## config.mk

```make
export PLATFORM = sky130hd
export DESIGN_NAME = event_watcher_fanout_table
export DESIGN_NICKNAME = d
export VERILOG_FILES = /design/src/hw/rtl/ewft_pkg.sv /design/src/hw/rtl/ewft_ram.sv /design/src/hw/rtl/event_watcher_fanout_table.sv
export VERILOG_INCLUDE_DIRS = /design/src /design/src/hw/rtl
export SDC_FILE = /design/constraint.sdc
export NUM_CORES = 1
export LEC_CHECK = 0
export ABC_CLOCK_PERIOD_IN_PS = 7100
export BUFFER_PORTS_ARGS = -buffer_cell sky130_fd_sc_hd__buf_2
export CORE_ASPECT_RATIO = 0.5
export CORE_MARGIN = 3
export CORE_UTILIZATION = 40
export DETAILED_ROUTE_END_ITERATION = 8
export GPL_ROUTABILITY_DRIVEN = 0
export GPL_TIMING_DRIVEN = 0
export PLACE_DENSITY = 0.64
export SLEW_MARGIN = 10
export SYNTH_ARGS = -nofsm -noshare
export SYNTH_HDL_FRONTEND = slang
export SYNTH_HIERARCHICAL = 1
export SYNTH_SLANG_ARGS = --single-unit
export TNS_END_PERCENT = 30
```

## constraint.sdc

```tcl
create_clock -name clk_i -period 7.1 [get_ports clk_i]
set_input_delay 1.065 -clock clk_i [delete_from_list [all_inputs] [get_ports clk_i]]
set_output_delay 1.065 -clock clk_i [all_outputs]
set_load 0.1 [all_outputs]
```

## src/hw/rtl/event_watcher_fanout_table_defines.svh

```systemverilog
// Assertion macros for the event watcher fan-out table.
// Included by the RTL files that carry concurrent assertions; depends on nothing.
`ifndef EVENT_WATCHER_FANOUT_TABLE_DEFINES_SVH
`define EVENT_WATCHER_FANOUT_TABLE_DEFINES_SVH

// check a condition at every clock edge outside reset
`define EWFT_ASSERT(label, clk, rst_n, prop, msg) \
  label: assert property (@(posedge clk) disable iff (!rst_n) (prop)) else $error(msg);

// check that a trigger implies a condition in the next cycle
`define EWFT_ASSERT_NEXT(label, clk, rst_n, trig, prop, msg) \
  label: assert property (@(posedge clk) disable iff (!rst_n) (trig) |=> (prop)) \
    else $error(msg);

`endif

```

## src/hw/rtl/ewft_pkg.sv

```systemverilog
// Shared types and codes for the event watcher fan-out table.
// Used by the top level; depends on nothing.
package ewft_pkg;

  typedef enum logic [1:0] {
    ACT_ADD    = 2'd0,
    ACT_REMOVE = 2'd1,
    ACT_NOTIFY = 2'd2,
    ACT_CLEAR  = 2'd3
  } action_e;

  typedef enum logic [1:0] {
    RK_DONE   = 2'd0,
    RK_REJECT = 2'd1,
    RK_SIGNAL = 2'd2,
    RK_NONE   = 2'd3
  } result_kind_e;

  typedef enum logic [2:0] {
    ST_IDLE,
    ST_NWALK,
    ST_NFIN,
    ST_RWALK,
    ST_RFIN
  } state_e;

  typedef struct packed {
    logic [3:0] kind;
    logic [7:0] watcher;
  } entry_t;

endpackage

```

## src/hw/rtl/ewft_ram.sv

```systemverilog
// Generic simple dual-port RAM: one write port, one read port, registered read data.
// Standalone; depends on nothing.
module ewft_ram #(
  parameter int WIDTH = 12,
  parameter int DEPTH = 16,
  localparam int AW = (DEPTH > 1) ? $clog2(DEPTH) : 1
) (
  input  logic             clk_i,
  input  logic             we_i,
  input  logic [AW-1:0]    waddr_i,
  input  logic [WIDTH-1:0] wdata_i,
  input  logic             re_i,
  input  logic [AW-1:0]    raddr_i,
  output logic [WIDTH-1:0] rdata_o
);

  logic [WIDTH-1:0] mem_q [DEPTH];
  logic [WIDTH-1:0] rdata_q;

  always_ff @(posedge clk_i) begin
    if (we_i) begin
      mem_q[waddr_i] <= wdata_i;
    end
    if (re_i) begin
      rdata_q <= mem_q[raddr_i];
    end
  end

  assign rdata_o = rdata_q;

endmodule

```

## src/hw/rtl/event_watcher_fanout_table.sv

```systemverilog
// Top level of the event watcher fan-out table: control sequencer and output register.
// Depends on ewft_pkg, ewft_ram and event_watcher_fanout_table_defines.svh.
//
//   channel | direction | handshake             | words per item
//   --------+-----------+-----------------------+---------------------------
//   in      | input     | in_valid_i/in_stall_o | 1
//   out     | output    | out_valid_o/out_stall_i | 1, or 1 per watcher found
//
// Add and clear are done in the cycle they are accepted. Remove and notify walk the
// table RAM one entry a cycle over its one read port. A notify also waits
// whenever the output register is stalled with a signal word ready to follow.
// The table is held oldest first in RAM behind a fill count, so reset and clear
// are immediate, with no clearing pass.
`include "event_watcher_fanout_table_defines.svh"

module event_watcher_fanout_table #(
  parameter int SLOTS       = 16,
  parameter int EVENT_KINDS = 4
) (
  input  logic        clk_i,
  input  logic        rst_ni,
  input  logic        in_valid_i,
  output logic        in_stall_o,
  input  logic [1:0]  action_i,
  input  logic [3:0]  event_kind_i,
  input  logic [7:0]  watcher_id_i,
  input  logic [31:0] endpoint_id_i,
  output logic        out_valid_o,
  input  logic        out_stall_i,
  output logic [1:0]  result_kind_o,
  output logic [7:0]  signal_watcher_o,
  output logic [31:0] signal_endpoint_o,
  output logic        last_o
);

  import ewft_pkg::*;

  localparam int AW = (SLOTS > 1) ? $clog2(SLOTS) : 1;
  localparam int CW = $clog2(SLOTS + 1);
  localparam int EW = $bits(entry_t);

  state_e       state_q, state_d;
  logic [CW-1:0] count_q, count_d;
  logic [CW-1:0] j_q, j_d;
  logic [AW-1:0] idx_q, idx_d;
  logic         pend_q, pend_d;
  logic [7:0]   pend_watcher_q, pend_watcher_d;
  logic [3:0]   ev_q;
  logic [7:0]   wid_q;
  logic [31:0]  ep_q;

  logic         out_valid_q;
  result_kind_e out_kind_q;
  logic [7:0]   out_watcher_q;
  logic [31:0]  out_endpoint_q;
  logic         out_last_q;

  logic         emit;
  result_kind_e e_kind;
  logic [7:0]   e_watcher;
  logic [31:0]  e_endpoint;
  logic         e_last;

  logic          ram_we, ram_re;
  logic [AW-1:0] ram_waddr, ram_raddr;
  logic [EW-1:0] ram_wdata, ram_rdata;
  entry_t        rd;

  logic          out_free, in_accept, ev_ok, match, keep;
  logic [CW-1:0] count_m1;

  assign out_free  = !out_valid_q || !out_stall_i;
  assign in_stall_o = (state_q != ST_IDLE) || !out_free;
  assign in_accept = in_valid_i && !in_stall_o;
  assign ev_ok     = {1'b0, event_kind_i} < 5'(EVENT_KINDS);
  assign count_m1  = count_q - CW'(1);
  assign rd        = entry_t'(ram_rdata);
  assign match     = rd.kind == ev_q;
  assign keep      = rd.watcher != wid_q;

  ewft_ram #(
    .WIDTH(EW),
    .DEPTH(SLOTS)
  ) u_ram (
    .clk_i  (clk_i),
    .we_i   (ram_we),
    .waddr_i(ram_waddr),
    .wdata_i(ram_wdata),
    .re_i   (ram_re),
    .raddr_i(ram_raddr),
    .rdata_o(ram_rdata)
  );

  always_comb begin
    state_d        = state_q;
    count_d        = count_q;
    idx_d          = idx_q;
    j_d            = j_q;
    pend_d         = pend_q;
    pend_watcher_d = pend_watcher_q;
    emit           = 1'b0;
    e_kind         = RK_DONE;
    e_watcher      = '0;
    e_endpoint     = '0;
    e_last         = 1'b1;
    ram_we         = 1'b0;
    ram_waddr      = j_q[AW-1:0];
    ram_wdata      = rd;
    ram_re         = 1'b0;
    ram_raddr      = idx_q;

    unique case (state_q)
      ST_IDLE: begin
        if (in_accept) begin
          unique case (action_e'(action_i))
            ACT_ADD: begin
              emit = 1'b1;
              if (ev_ok && (count_q < CW'(SLOTS))) begin
                ram_we    = 1'b1;
                ram_waddr = count_q[AW-1:0];
                ram_wdata = entry_t'{kind: event_kind_i, watcher: watcher_id_i};
                count_d   = count_q + CW'(1);
              end else begin
                e_kind = RK_REJECT;
              end
            end
            ACT_REMOVE: begin
              if (count_q == '0) begin
                emit = 1'b1;
              end else begin
                ram_re    = 1'b1;
                ram_raddr = '0;
                idx_d     = '0;
                j_d       = '0;
                state_d   = ST_RWALK;
              end
            end
            ACT_NOTIFY: begin
              if (!ev_ok || (count_q == '0)) begin
                emit   = 1'b1;
                e_kind = RK_NONE;
              end else begin
                ram_re    = 1'b1;
                ram_raddr = count_m1[AW-1:0];
                idx_d     = count_m1[AW-1:0];
                pend_d    = 1'b0;
                state_d   = ST_NWALK;
              end
            end
            ACT_CLEAR: begin
              count_d = '0;
              emit    = 1'b1;
            end
            default: state_d = ST_IDLE;
          endcase
        end
      end
      ST_NWALK: begin
        if (!(match && pend_q && !out_free)) begin
          if (match) begin
            if (pend_q) begin
              emit       = 1'b1;
              e_kind     = RK_SIGNAL;
              e_watcher  = pend_watcher_q;
              e_endpoint = ep_q;
              e_last     = 1'b0;
            end
            pend_d         = 1'b1;
            pend_watcher_d = rd.watcher;
          end
          if (idx_q == '0) begin
            state_d = ST_NFIN;
          end else begin
            idx_d     = idx_q - AW'(1);
            ram_re    = 1'b1;
            ram_raddr = idx_q - AW'(1);
          end
        end
      end
      ST_NFIN: begin
        if (out_free) begin
          emit = 1'b1;
          if (pend_q) begin
            e_kind     = RK_SIGNAL;
            e_watcher  = pend_watcher_q;
            e_endpoint = ep_q;
          end else begin
            e_kind = RK_NONE;
          end
          pend_d  = 1'b0;
          state_d = ST_IDLE;
        end
      end
      ST_RWALK: begin
        if (keep) begin
          ram_we    = 1'b1;
          ram_waddr = j_q[AW-1:0];
          ram_wdata = rd;
          j_d       = j_q + CW'(1);
        end
        if (CW'(idx_q) == count_m1) begin
          count_d = keep ? j_q + CW'(1) : j_q;
          state_d = ST_RFIN;
        end else begin
          idx_d     = idx_q + AW'(1);
          ram_re    = 1'b1;
          ram_raddr = idx_q + AW'(1);
        end
      end
      ST_RFIN: begin
        if (out_free) begin
          emit    = 1'b1;
          state_d = ST_IDLE;
        end
      end
      default: state_d = ST_IDLE;
    endcase
  end

  always_ff @(posedge clk_i or negedge rst_ni) begin
    if (!rst_ni) begin
      state_q     <= ST_IDLE;
      count_q     <= '0;
      idx_q       <= '0;
      j_q         <= '0;
      pend_q      <= 1'b0;
      out_valid_q <= 1'b0;
    end else begin
      state_q <= state_d;
      count_q <= count_d;
      idx_q   <= idx_d;
      j_q     <= j_d;
      pend_q  <= pend_d;
      if (emit) begin
        out_valid_q <= 1'b1;
      end else if (!out_stall_i) begin
        out_valid_q <= 1'b0;
      end
    end
  end

  always_ff @(posedge clk_i) begin
    pend_watcher_q <= pend_watcher_d;
    if (in_accept) begin
      ev_q  <= event_kind_i;
      wid_q <= watcher_id_i;
      ep_q  <= endpoint_id_i;
    end
    if (emit) begin
      out_kind_q     <= e_kind;
      out_watcher_q  <= e_watcher;
      out_endpoint_q <= e_endpoint;
      out_last_q     <= e_last;
    end
  end

  assign out_valid_o       = out_valid_q;
  assign result_kind_o     = out_kind_q;
  assign signal_watcher_o  = out_watcher_q;
  assign signal_endpoint_o = out_endpoint_q;
  assign last_o            = out_last_q;

  `EWFT_ASSERT(a_count_bound, clk_i, rst_ni, count_q <= CW'(SLOTS), "fill count above table size")
  `EWFT_ASSERT(a_emit_free, clk_i, rst_ni, !emit || out_free, "result loaded into busy register")
  `EWFT_ASSERT(a_compact_behind, clk_i, rst_ni,
    !(state_q == ST_RWALK && ram_we) || (CW'(idx_q) >= j_q), "compaction write ahead of read")
  `EWFT_ASSERT_NEXT(a_last_idle, clk_i, rst_ni, emit && e_last, state_q == ST_IDLE,
    "sequencer busy after final word")

endmodule

```

==> results.toml, run 1 <==
[timing]
slew_violations = 0
max-slew-margin-rel_pct = 16.1
post-route-min-period_ps = 5090
tightestPinTransition_ps = 1250
hold_viol = 0
setup_viol = 0
rsz0062_at_grt = "false"
period_share_pct = 71.7
fmax_mhz = 196
skew_ps = 11.6

[power_and_ir_drop]
clock_power_share_pct = 20.6
power_w = 0.00731
peakVddDrop_mv = 0.182
power_frac_seq_pct = 37.5
p_int_w = 0.00436
power_density_nw_per_um2 = 489
p_leak_nw = 5.15
switching_power_w = 0.00295
comb_power_share_pct = 42.0
switching_share_pct = 40.4

[global_routing]
grt_overflow = 0
grt_max_degree = 29
grt_usage_pct = 15.7
grt_pass1_vias = 7000
grt_pass1_wl_mm = 41.5
antenna_found_initial = 0

[logic_synthesis]
ys.flop_type = "edfxtp_1"
synth_cell_types = 63
async_flop_share_pct = 5.97
synth_edf_count = 299
synthCells = 720
netlist_area_sq_um = 12900
ys_seq_elements = 318
synth_warnings = 6
avgSynthCellArea_sq_um = 17.9
synth_fp_nets = 779
ys_seq_area_share_pct = 73.4

[worst_setup_path]
path_delay_family = "simple AND/OR/NAND/NOR gates"
critical-path-slowest-cell = "nor2_1"
path_max_fanout = 26
path_cells = "buf_2, nor3_2, and3_1, clkbuf_2, buf_16, nand4b_1, buf_2, buf_4, o21ai_0, nand2_1, nor2_1"
cp-startpoint = "state_q[2]"
cp-start-kind = "flip-flop"
worstPathRequired_ps = 7260
critPathBufInv = 5
end_kind = "flip-flop"
r2r-start = "state_q[2]"
critPathArrivalTime_ps = 5250
r2r_setup_slack_ps = 2010
slowest_delay_ps = 1040
crit_type = "flip-flop to flip-flop"
crit_path_frequent_cell = "buf_2"

[placed_design]
post_dp_cell_area_sq_um = 14000
dpl.cell_count = 1244
port_buffers = 94
place_hpwl_mm = 18.3

[clock_tree]
hold_buffers = 0
cts_sinks = 318
post-cts-setup-buffer-count = 0
root_buffer = "clkbuf_16"
clk_pin_slew_ps = 60
cts-resized-gates = 0
cts_buffers = 29
cts_tree = "done"
clk_latency_ps = 550
htree_num_levels = 1
clockBufferDepth = 3

[floorplan]
floorplan.initialDensity_pct = 41.5
die_h_microns = 133
die_x_microns = 260
ios = 95
core_area_sq_um = 31000
row_count = 45
dieArea_sq_um = 34500

[final_layout]
fin_cells = 1294
diodes = 0
final_area_sq_um = 14900
drive_gt1_share_pct = 26.2
postLayoutCoreUtil_pct = 48.1
nets = 911
area_growth_syn_to_layout_pct = 16.0
fill_cells = 2573

[detailed_routing]
drc = 0
ant_nets = 0
drt_first_iter_violations = 503
vias = 6899
wl_mm = 27.3
wl_per_cell_microns = 21.1
drt_pass1_iterations = 5
vias_per_cell = 5.33

[worst_hold_path]
min_path_type = "input pin to asynchronous set/reset pin"

[outcome]
outcome = "finished, final reports clean"

[flow_run]
drv_cap = 0
-- cells in the final DEF, fill, tap and decap left out, types with 3 or more instances in the layout --
cell type and instances:
xor2_1 18, and3_1 3, clkbuf_8 3, nand3_1 19, mux4_2 33, o21ai_0 24, clkinv_1 5, buf_12 3
nor2b_1 4, a21oi_1 15, buf_4 7, nor2_1 21, buf_2 102, edfxtp_1 299, nor3_1 4, o31a_1 3
nor2_2 11, xnor2_1 6, nand2_1 36, nor3_2 6, and2_1 47, mux4_1 15, inv_1 8, mux2_2 13
clkbuf_16 29, nand2b_1 9, nor4_1 3, clkinvlp_4 3, ha_1 9, clkbuf_1 17, a22oi_1 24, dfrtp_1 19
-- final timing paths --
check                                  endpoint  depth (start not counted)
hold reg to reg            signal_endpoint_o[8]                          1
setup / recovery             u_ram/mem_q[15][6]                         11
max in group asynchronous            state_q[0]                          1
min in group clk_i         signal_endpoint_o[8]                          1
setup reg to reg             u_ram/mem_q[15][6]                         11
hold / removal                           j_q[0]                          1
-- worst register-to-register path: cells and delay by family, from the launching register on --
| kind | cells | cell delay (ps) |
|---|---|---|
| simple gates | 5 | 2050 |
| buf+inv | 5 | 1460 |
| compound gates | 1 | 830 |
| flops | 1 | 360 |
-- sequential cells by signal, summed over array words and instances (netlist names), 5 cells and up --
signal / cells
ep_q: 32
u_ram/mem_q: 192
signal_endpoint_o: 32
signal_watcher_o: 8
pend_watcher_q: 8
count_q: 5
u_ram/rdata_o: 12
j_q: 5
wid_q: 8
-- cell families after synthesis --
family,synth area share (%)
flip-flops,73.4
AND/OR/NAND/NOR,7.75
AO/OA/AOI/OAI,4.56
multiplexers,10.2
buffers and inverters,1.54
XOR/XNOR,1.63
adder cells (fa/ha/maj),0.875
-- cell usage after synthesis, types with 6 or more instances --
cell type | n | area [sq um]
nand3_1 | 19 | 95.1
ha_1 | 9 | 113
xnor2_1 | 6 | 52.6
mux2_2 | 13 | 146
a22oi_1 | 24 | 180
nor3_1 | 8 | 40.0
o21ai_0 | 25 | 125
a21oi_1 | 15 | 75.1
buf_2 | 8 | 40.0
mux4_1 | 15 | 394
edfxtp_1 | 299 | 8980
mux4_2 | 33 | 743
nand2_1 | 36 | 135
nand2b_1 | 9 | 56.3
clkbuf_1 | 14 | 52.6
inv_1 | 8 | 30.0
and2_1 | 47 | 294
dfrtp_1 | 19 | 475
nor2_1 | 32 | 120
xor2_1 | 18 | 158
-- metrics by stage --
stage | hold slack (ps) | TNS, ps | worst slack (ps)
global placement | 494 | -335 | -28.7
floorplan | 465 | 0 | 1820
CTS | 465 | 0 | 1940
detailed placement | 498 | 0 | 1430
finish | 468 | 0 | 2010
global route | 468 | 0 | 1630
-- area by class of cell --
| class | count | area, sq um | area share (%) |
|---|---|---|---|
| inverters | 8 | 30.0 | 0.201 |
| plain buffers | 29 | 169 | 1.13 |
| flip-flops and latches | 318 | 9450 | 63.3 |
| multi-input cells | 365 | 3290 | 22.0 |
| clock inverters | 14 | 129 | 0.863 |
| clock buffers | 36 | 782 | 5.24 |
| repair buffers | 101 | 556 | 3.72 |
| well taps | 423 | 529 | 3.54 |
-- power groups by stage --
stage	clock [W]	sequential (W)	combinational, W
2_1_floorplan	0	0.00359	0.00148
3_3_place_gp	0	0.00280	0.00296
3_5_place_dp	0	0.00278	0.00307
4_1_cts	0.00154	0.00274	0.00307
5_1_grt	0.00162	0.00277	0.00325
6_report	0.00150	0.00274	0.00307
-- per-layer routing --
metal  share of wire (%)  track usage (%)  vias up  wire length, microns
met2                  48             26.1      215                 13100
li1                    -                -     3117                     -
met4                 2.0             4.07        0                   540
met1                  44             21.2     3533                 11900
met3                 6.4             3.44       34                  1740
met5                   0                0        -                     0
Power figures use the tool's default switching activity.
==> run 2, diff against run 1 <==
ABC_CLOCK_PERIOD_IN_PS = 4700   (was 7100)
clock period = 4.7 ns   (was 7.1 ns; I/O delays follow)
==> results.toml, run 2 (synthesized netlist as in run 1, its figures left out) <==
[floorplan]
ios = 95
core_area_sq_um = 31000
dieArea_sq_um = 34500
row_count = 45
die_x_microns = 260
floorplan.initialDensity_pct = 41.5
die_h_microns = 133

[clock_tree]
cts_tree = "done"
clk_pin_slew_ps = 60
htree_num_levels = 1
cts_sinks = 318
cts_buffers = 30
clk_latency_ps = 560
clockBufferDepth = 3
root_buffer = "clkbuf_16"

[final_layout]
fill_cells = 2565
largest_reg_flops = 192
final_area_sq_um = 14900
fin_cells = 1295
final_cell_mix = "edfxtp_1 (299), buf_2 (102), and2_1 (47), nand2_1 (36), mux4_2 (33)"
postLayoutCoreUtil_pct = 48.1
nets = 910
drive_gt1_share_pct = 25.9
area_growth_syn_to_layout_pct = 15.9
final-seq-area_sq_um = 9450
top_register = "u_ram/mem_q"
multi_input_area_sq_um = 3300
final_common_cell = "edfxtp_1"
diodes = 0

[power_and_ir_drop]
switching_share_pct = 40.3
switching_power_w = 0.00443
power_w = 0.0110
peakVddDrop_mv = 0.322
comb_power_share_pct = 41.6
p_int_w = 0.00657
p_leak_nw = 5.13
power_frac_seq_pct = 37.7
power_density_nw_per_um2 = 737
clock_power_share_pct = 20.7

[global_routing]
grt_max_degree = 49
grt_pass1_wl_mm = 42.0
grt_pass1_vias = 7072
antenna_found_initial = 0
grt_usage_pct = 15.9
grt_overflow = 0

[timing]
hold_viol = 0
post-route-min-period_ps = 4430
setup_viol = 0
slew_violations = 0
rsz0062_at_grt = "false"
skew_ps = 11.1
period_share_pct = 94.2
fmax_mhz = 226
max-slew-margin-rel_pct = 16.7
tightestPinTransition_ps = 1240

[worst_setup_path]
r2r_setup_slack_ps = 270
critical-path-slowest-cell = "nor2_2"
r2r-start = "state_q[2]"
critPathArrivalTime_ps = 4610
cp-startpoint = "state_q[2]"
end_kind = "flip-flop"
r2r_end = "u_ram/mem_q[14][3]"
critical_path_depth = 10
path_delay_family = "simple AND/OR/NAND/NOR gates"
critPathBufInv = 4
crit_type = "flip-flop to flip-flop"
slowest_delay_ps = 780
r2r_cells = 10
endpoint = "u_ram/mem_q[14][3]"
crit_path_frequent_cell = "buf_2"
path_cells = "buf_2, nor3_2, and3_1, clkbuf_4, nand4b_1, buf_2, buf_4, o21ai_1, nand2b_1, nor2_2"
worstPathRequired_ps = 4880
path_max_fanout = 48
cp-start-kind = "flip-flop"

[placed_design]
place_hpwl_mm = 18.2
dpl.cell_count = 1242
post_dp_cell_area_sq_um = 14000
port_buffers = 94

[detailed_routing]
wl_met1_mm = 11.9
wl_per_cell_microns = 21.1
wl_met3_mm = 1.79
wl_met2_mm = 13.0
vias = 6955
drt_first_iter_violations = 630
drc = 0
wl_mm = 27.3
drt_pass1_iterations = 5
ant_nets = 0
routed.top_layer = "met4"
vias_per_cell = 5.37

[outcome]
outcome = "finished, final reports clean"

[flow_run]
drv_cap = 0

[worst_hold_path]
min_path_type = "input pin to asynchronous set/reset pin"
run 2: area by class of cell:
type | instances | area share, %
Sequential cell | 318 | 63.3
Clock inverter | 8 | 0.511
Inverter | 8 | 0.201
Tap cell | 423 | 3.55
Clock buffer | 45 | 5.62
Timing Repair Buffer | 99 | 3.51
Multi-Input combinational cell | 365 | 22.1
Buffer | 29 | 1.15
run 2: how the worst min path moves through the flow:
stage / start / end / cells past startpoint
2_1_floorplan: rst_ni / count_q[0] / 0
3_3_place_gp: u_ram/rdata_o[4] / pend_watcher_q[4] / 0
3_5_place_dp: u_ram/rdata_o[4] / pend_watcher_q[4] / 0
4_1_cts: rst_ni / j_q[2] / 1
5_1_grt: rst_ni / j_q[0] / 1
6_report: rst_ni / j_q[1] / 1
run 2: what timing repair did:
item / 4_1_cts / 5_1_grt
cloned: 0 / 0
gates resized for setup: 7 / 2
endpoints found under the setup margin: 156 / 144
hold buffers: 0 / 0
buffers inserted: 0 / 0
run 2: metal layers:
metal  vias up  track usage [%]
li1       3120                -
met1      3546             22.2
met2       248             25.7
met3        41             3.16
met4         0             4.20
met5         -                0
run 2: through the flow:
step                      setup WS (ps)  hold slack [ps]  setup TNS [ps]
after detailed placement           -821              495          -93360
after floorplan                     193              409               0
after global placement             -929              494         -115400
after CTS                          7.80             97.2               0
after global routing               24.0              115               0
final                               271              103               0
run 2: power groups by stage:
stage | Clock (W) | Sequential (W) | Combinational [W]
2_1_floorplan | 0 | 0.00541 | 0.00223
3_3_place_gp | 0 | 0.00421 | 0.00446
3_5_place_dp | 0 | 0.00421 | 0.00459
4_1_cts | 0.00234 | 0.00415 | 0.00460
5_1_grt | 0.00246 | 0.00419 | 0.00486
6_report | 0.00228 | 0.00415 | 0.00458
==> run 3, diff against run 2 <==
ABC_CLOCK_PERIOD_IN_PS = 4350   (was 4700)
clock period = 4.35 ns   (was 4.7 ns; I/O delays follow)
==> results.toml, run 3 (synthesized netlist as in run 1, its figures left out) <==
[timing]
fmax_mhz = 246
slew_violations = 0
period_share_pct = 93.5
max-slew-margin-rel_pct = 22.4
setup_viol = 0
tightestPinTransition_ps = 1150
rsz0062_at_grt = "false"
skew_ps = 10.1
post-route-min-period_ps = 4070
hold_viol = 0
fin_setup_tns_ps = 0

[global_routing]
grt_usage_pct = 15.6
grt_pass1_wl_mm = 41.1
grt_overflow = 0
grt_pass1_vias = 6843
grt_max_degree = 49
antenna_found_initial = 0

[final_layout]
final-seq-area_sq_um = 9460
nets = 912
final_cell_mix = "edfxtp_1 (299), buf_2 (102), and2_1 (47), nand2_1 (36), mux4_2 (33)"
multi_input_area_sq_um = 3350
largest_reg_flops = 192
final_common_cell = "edfxtp_1"
drive_gt1_share_pct = 27.0
diodes = 0
fill_cells = 2572
area_growth_syn_to_layout_pct = 16.8
top_register = "u_ram/mem_q"
postLayoutCoreUtil_pct = 48.5

[worst_setup_path]
r2r_setup_slack_ps = 280
r2r_end = "u_ram/rdata_o[6]"
cp-start-kind = "flip-flop"
critPathBufInv = 4
critical-path-slowest-cell = "mux4_1"
path_delay_family = "simple AND/OR/NAND/NOR gates"
slowest_delay_ps = 600
r2r-start = "count_q[0]"
worstPathRequired_ps = 4630
path_cells = "clkbuf_2, inv_1, ha_1, nor4b_4, o31a_1, o21a_1, nand4b_4, a2111oi_0, nor2_1, buf_6, buf_12, mux4_1, a22oi_1, nand2_1"
crit_type = "flip-flop to flip-flop"
end_kind = "flip-flop"
path_max_fanout = 10
critPathArrivalTime_ps = 4350
r2r_cells = 14

[detailed_routing]
drt_pass1_iterations = 5
wl_mm = 27.2
vias_per_cell = 5.31
drc = 0
vias = 6886
ant_nets = 0
drt_first_iter_violations = 523
wl_per_cell_microns = 21.0

[placed_design]
place_hpwl_mm = 18.2
port_buffers = 94

[worst_hold_path]
min_path_type = "input pin to asynchronous set/reset pin"

[clock_tree]
cts_sinks = 318
clockBufferDepth = 3
htree_num_levels = 1
root_buffer = "clkbuf_16"
clk_pin_slew_ps = 70
cts_buffers = 29
hold_buffers = 0
clk_latency_ps = 560
cts_tree = "done"

[power_and_ir_drop]
p_leak_nw = 5.18
peakVddDrop_mv = 0.363
power_density_nw_per_um2 = 796

[flow_run]
drv_cap = 0

[floorplan]
floorplan.initialDensity_pct = 41.5
ios = 95
row_count = 45
dieArea_sq_um = 34500
die_h_microns = 133
die_x_microns = 260
core_area_sq_um = 31000

[outcome]
outcome = "finished, final reports clean"
run 3: changes by cell type in the layout (fill, tap and decap cells not counted), moves of 3 or more:
cell / delta
nor2_2: -8
nor2_4: +8
buf_8: +3
clkinv_2: +4
clkinv_1: +4
clkbuf_1: -10
run 3: per-layer routing:
| layer | vias to the layer above | track usage, % | share of wire [%] |
|---|---|---|---|
| met2 | 188 | 25.3 | 47 |
| li1 | 3125 | - | - |
| met1 | 3533 | 22.0 | 45 |
| met3 | 40 | 2.64 | 5.5 |
| met5 | - | 0 | 0 |
| met4 | 0 | 4.16 | 2.4 |
run 3: stage by stage:
step	hold slack (ps)	worst slack, ps	std cells	total power, W	cell area, sq um
global route	58.5	38.8	1297	0.0125	15000
floorplan	357	195	720	0.00825	12900
detailed placement	502	-1130	1245	0.00950	14000
finish	36.3	282	1297	0.0120	15000
CTS	47.8	-17.8	1297	0.0120	15000
global placement	498	-1290	1237	0.00939	13900
run 3: area by class of cell:
class / count / share of cell area, %
Timing Repair Buffer: 102 / 3.76
Multi-Input combinational cell: 365 / 22.3
Buffer: 29 / 1.17
Clock inverter: 20 / 1.26
Inverter: 8 / 0.200
Sequential cell: 318 / 62.9
Tap cell: 423 / 3.52
Clock buffer: 32 / 4.90
run 3: how the worst max path moves through the flow:
stage | from | end | slack, ps | cells after the start
4_1_cts | state_q[2] | u_ram/mem_q[3][11] | -20 | 10
2_1_floorplan | out_valid_o | u_ram/mem_q[8][0] | 190 | 9
6_report | count_q[0] | u_ram/rdata_o[6] | 280 | 14
5_1_grt | count_q[0] | u_ram/rdata_o[6] | 40 | 14
3_5_place_dp | out_stall_i | u_ram/mem_q[5][7] | -1130 | 10
3_3_place_gp | out_stall_i | u_ram/mem_q[12][9] | -1290 | 10
run 3: what timing repair did:
action / CTS / global route
endpoints found under the setup margin: 172 / 138
resized for setup: 11 / 14
setup buffers: 0 / 0
run 3: report_power, final:
part / internal (W) / leakage, nW / switching (W)
sequential: 0.00425 / 2.99 / 0.000220
combinational: 0.00147 / 1.74 / 0.00351
clock: 0.00140 / 0.451 / 0.00111
total: 0.00713 / 5.18 / 0.00484
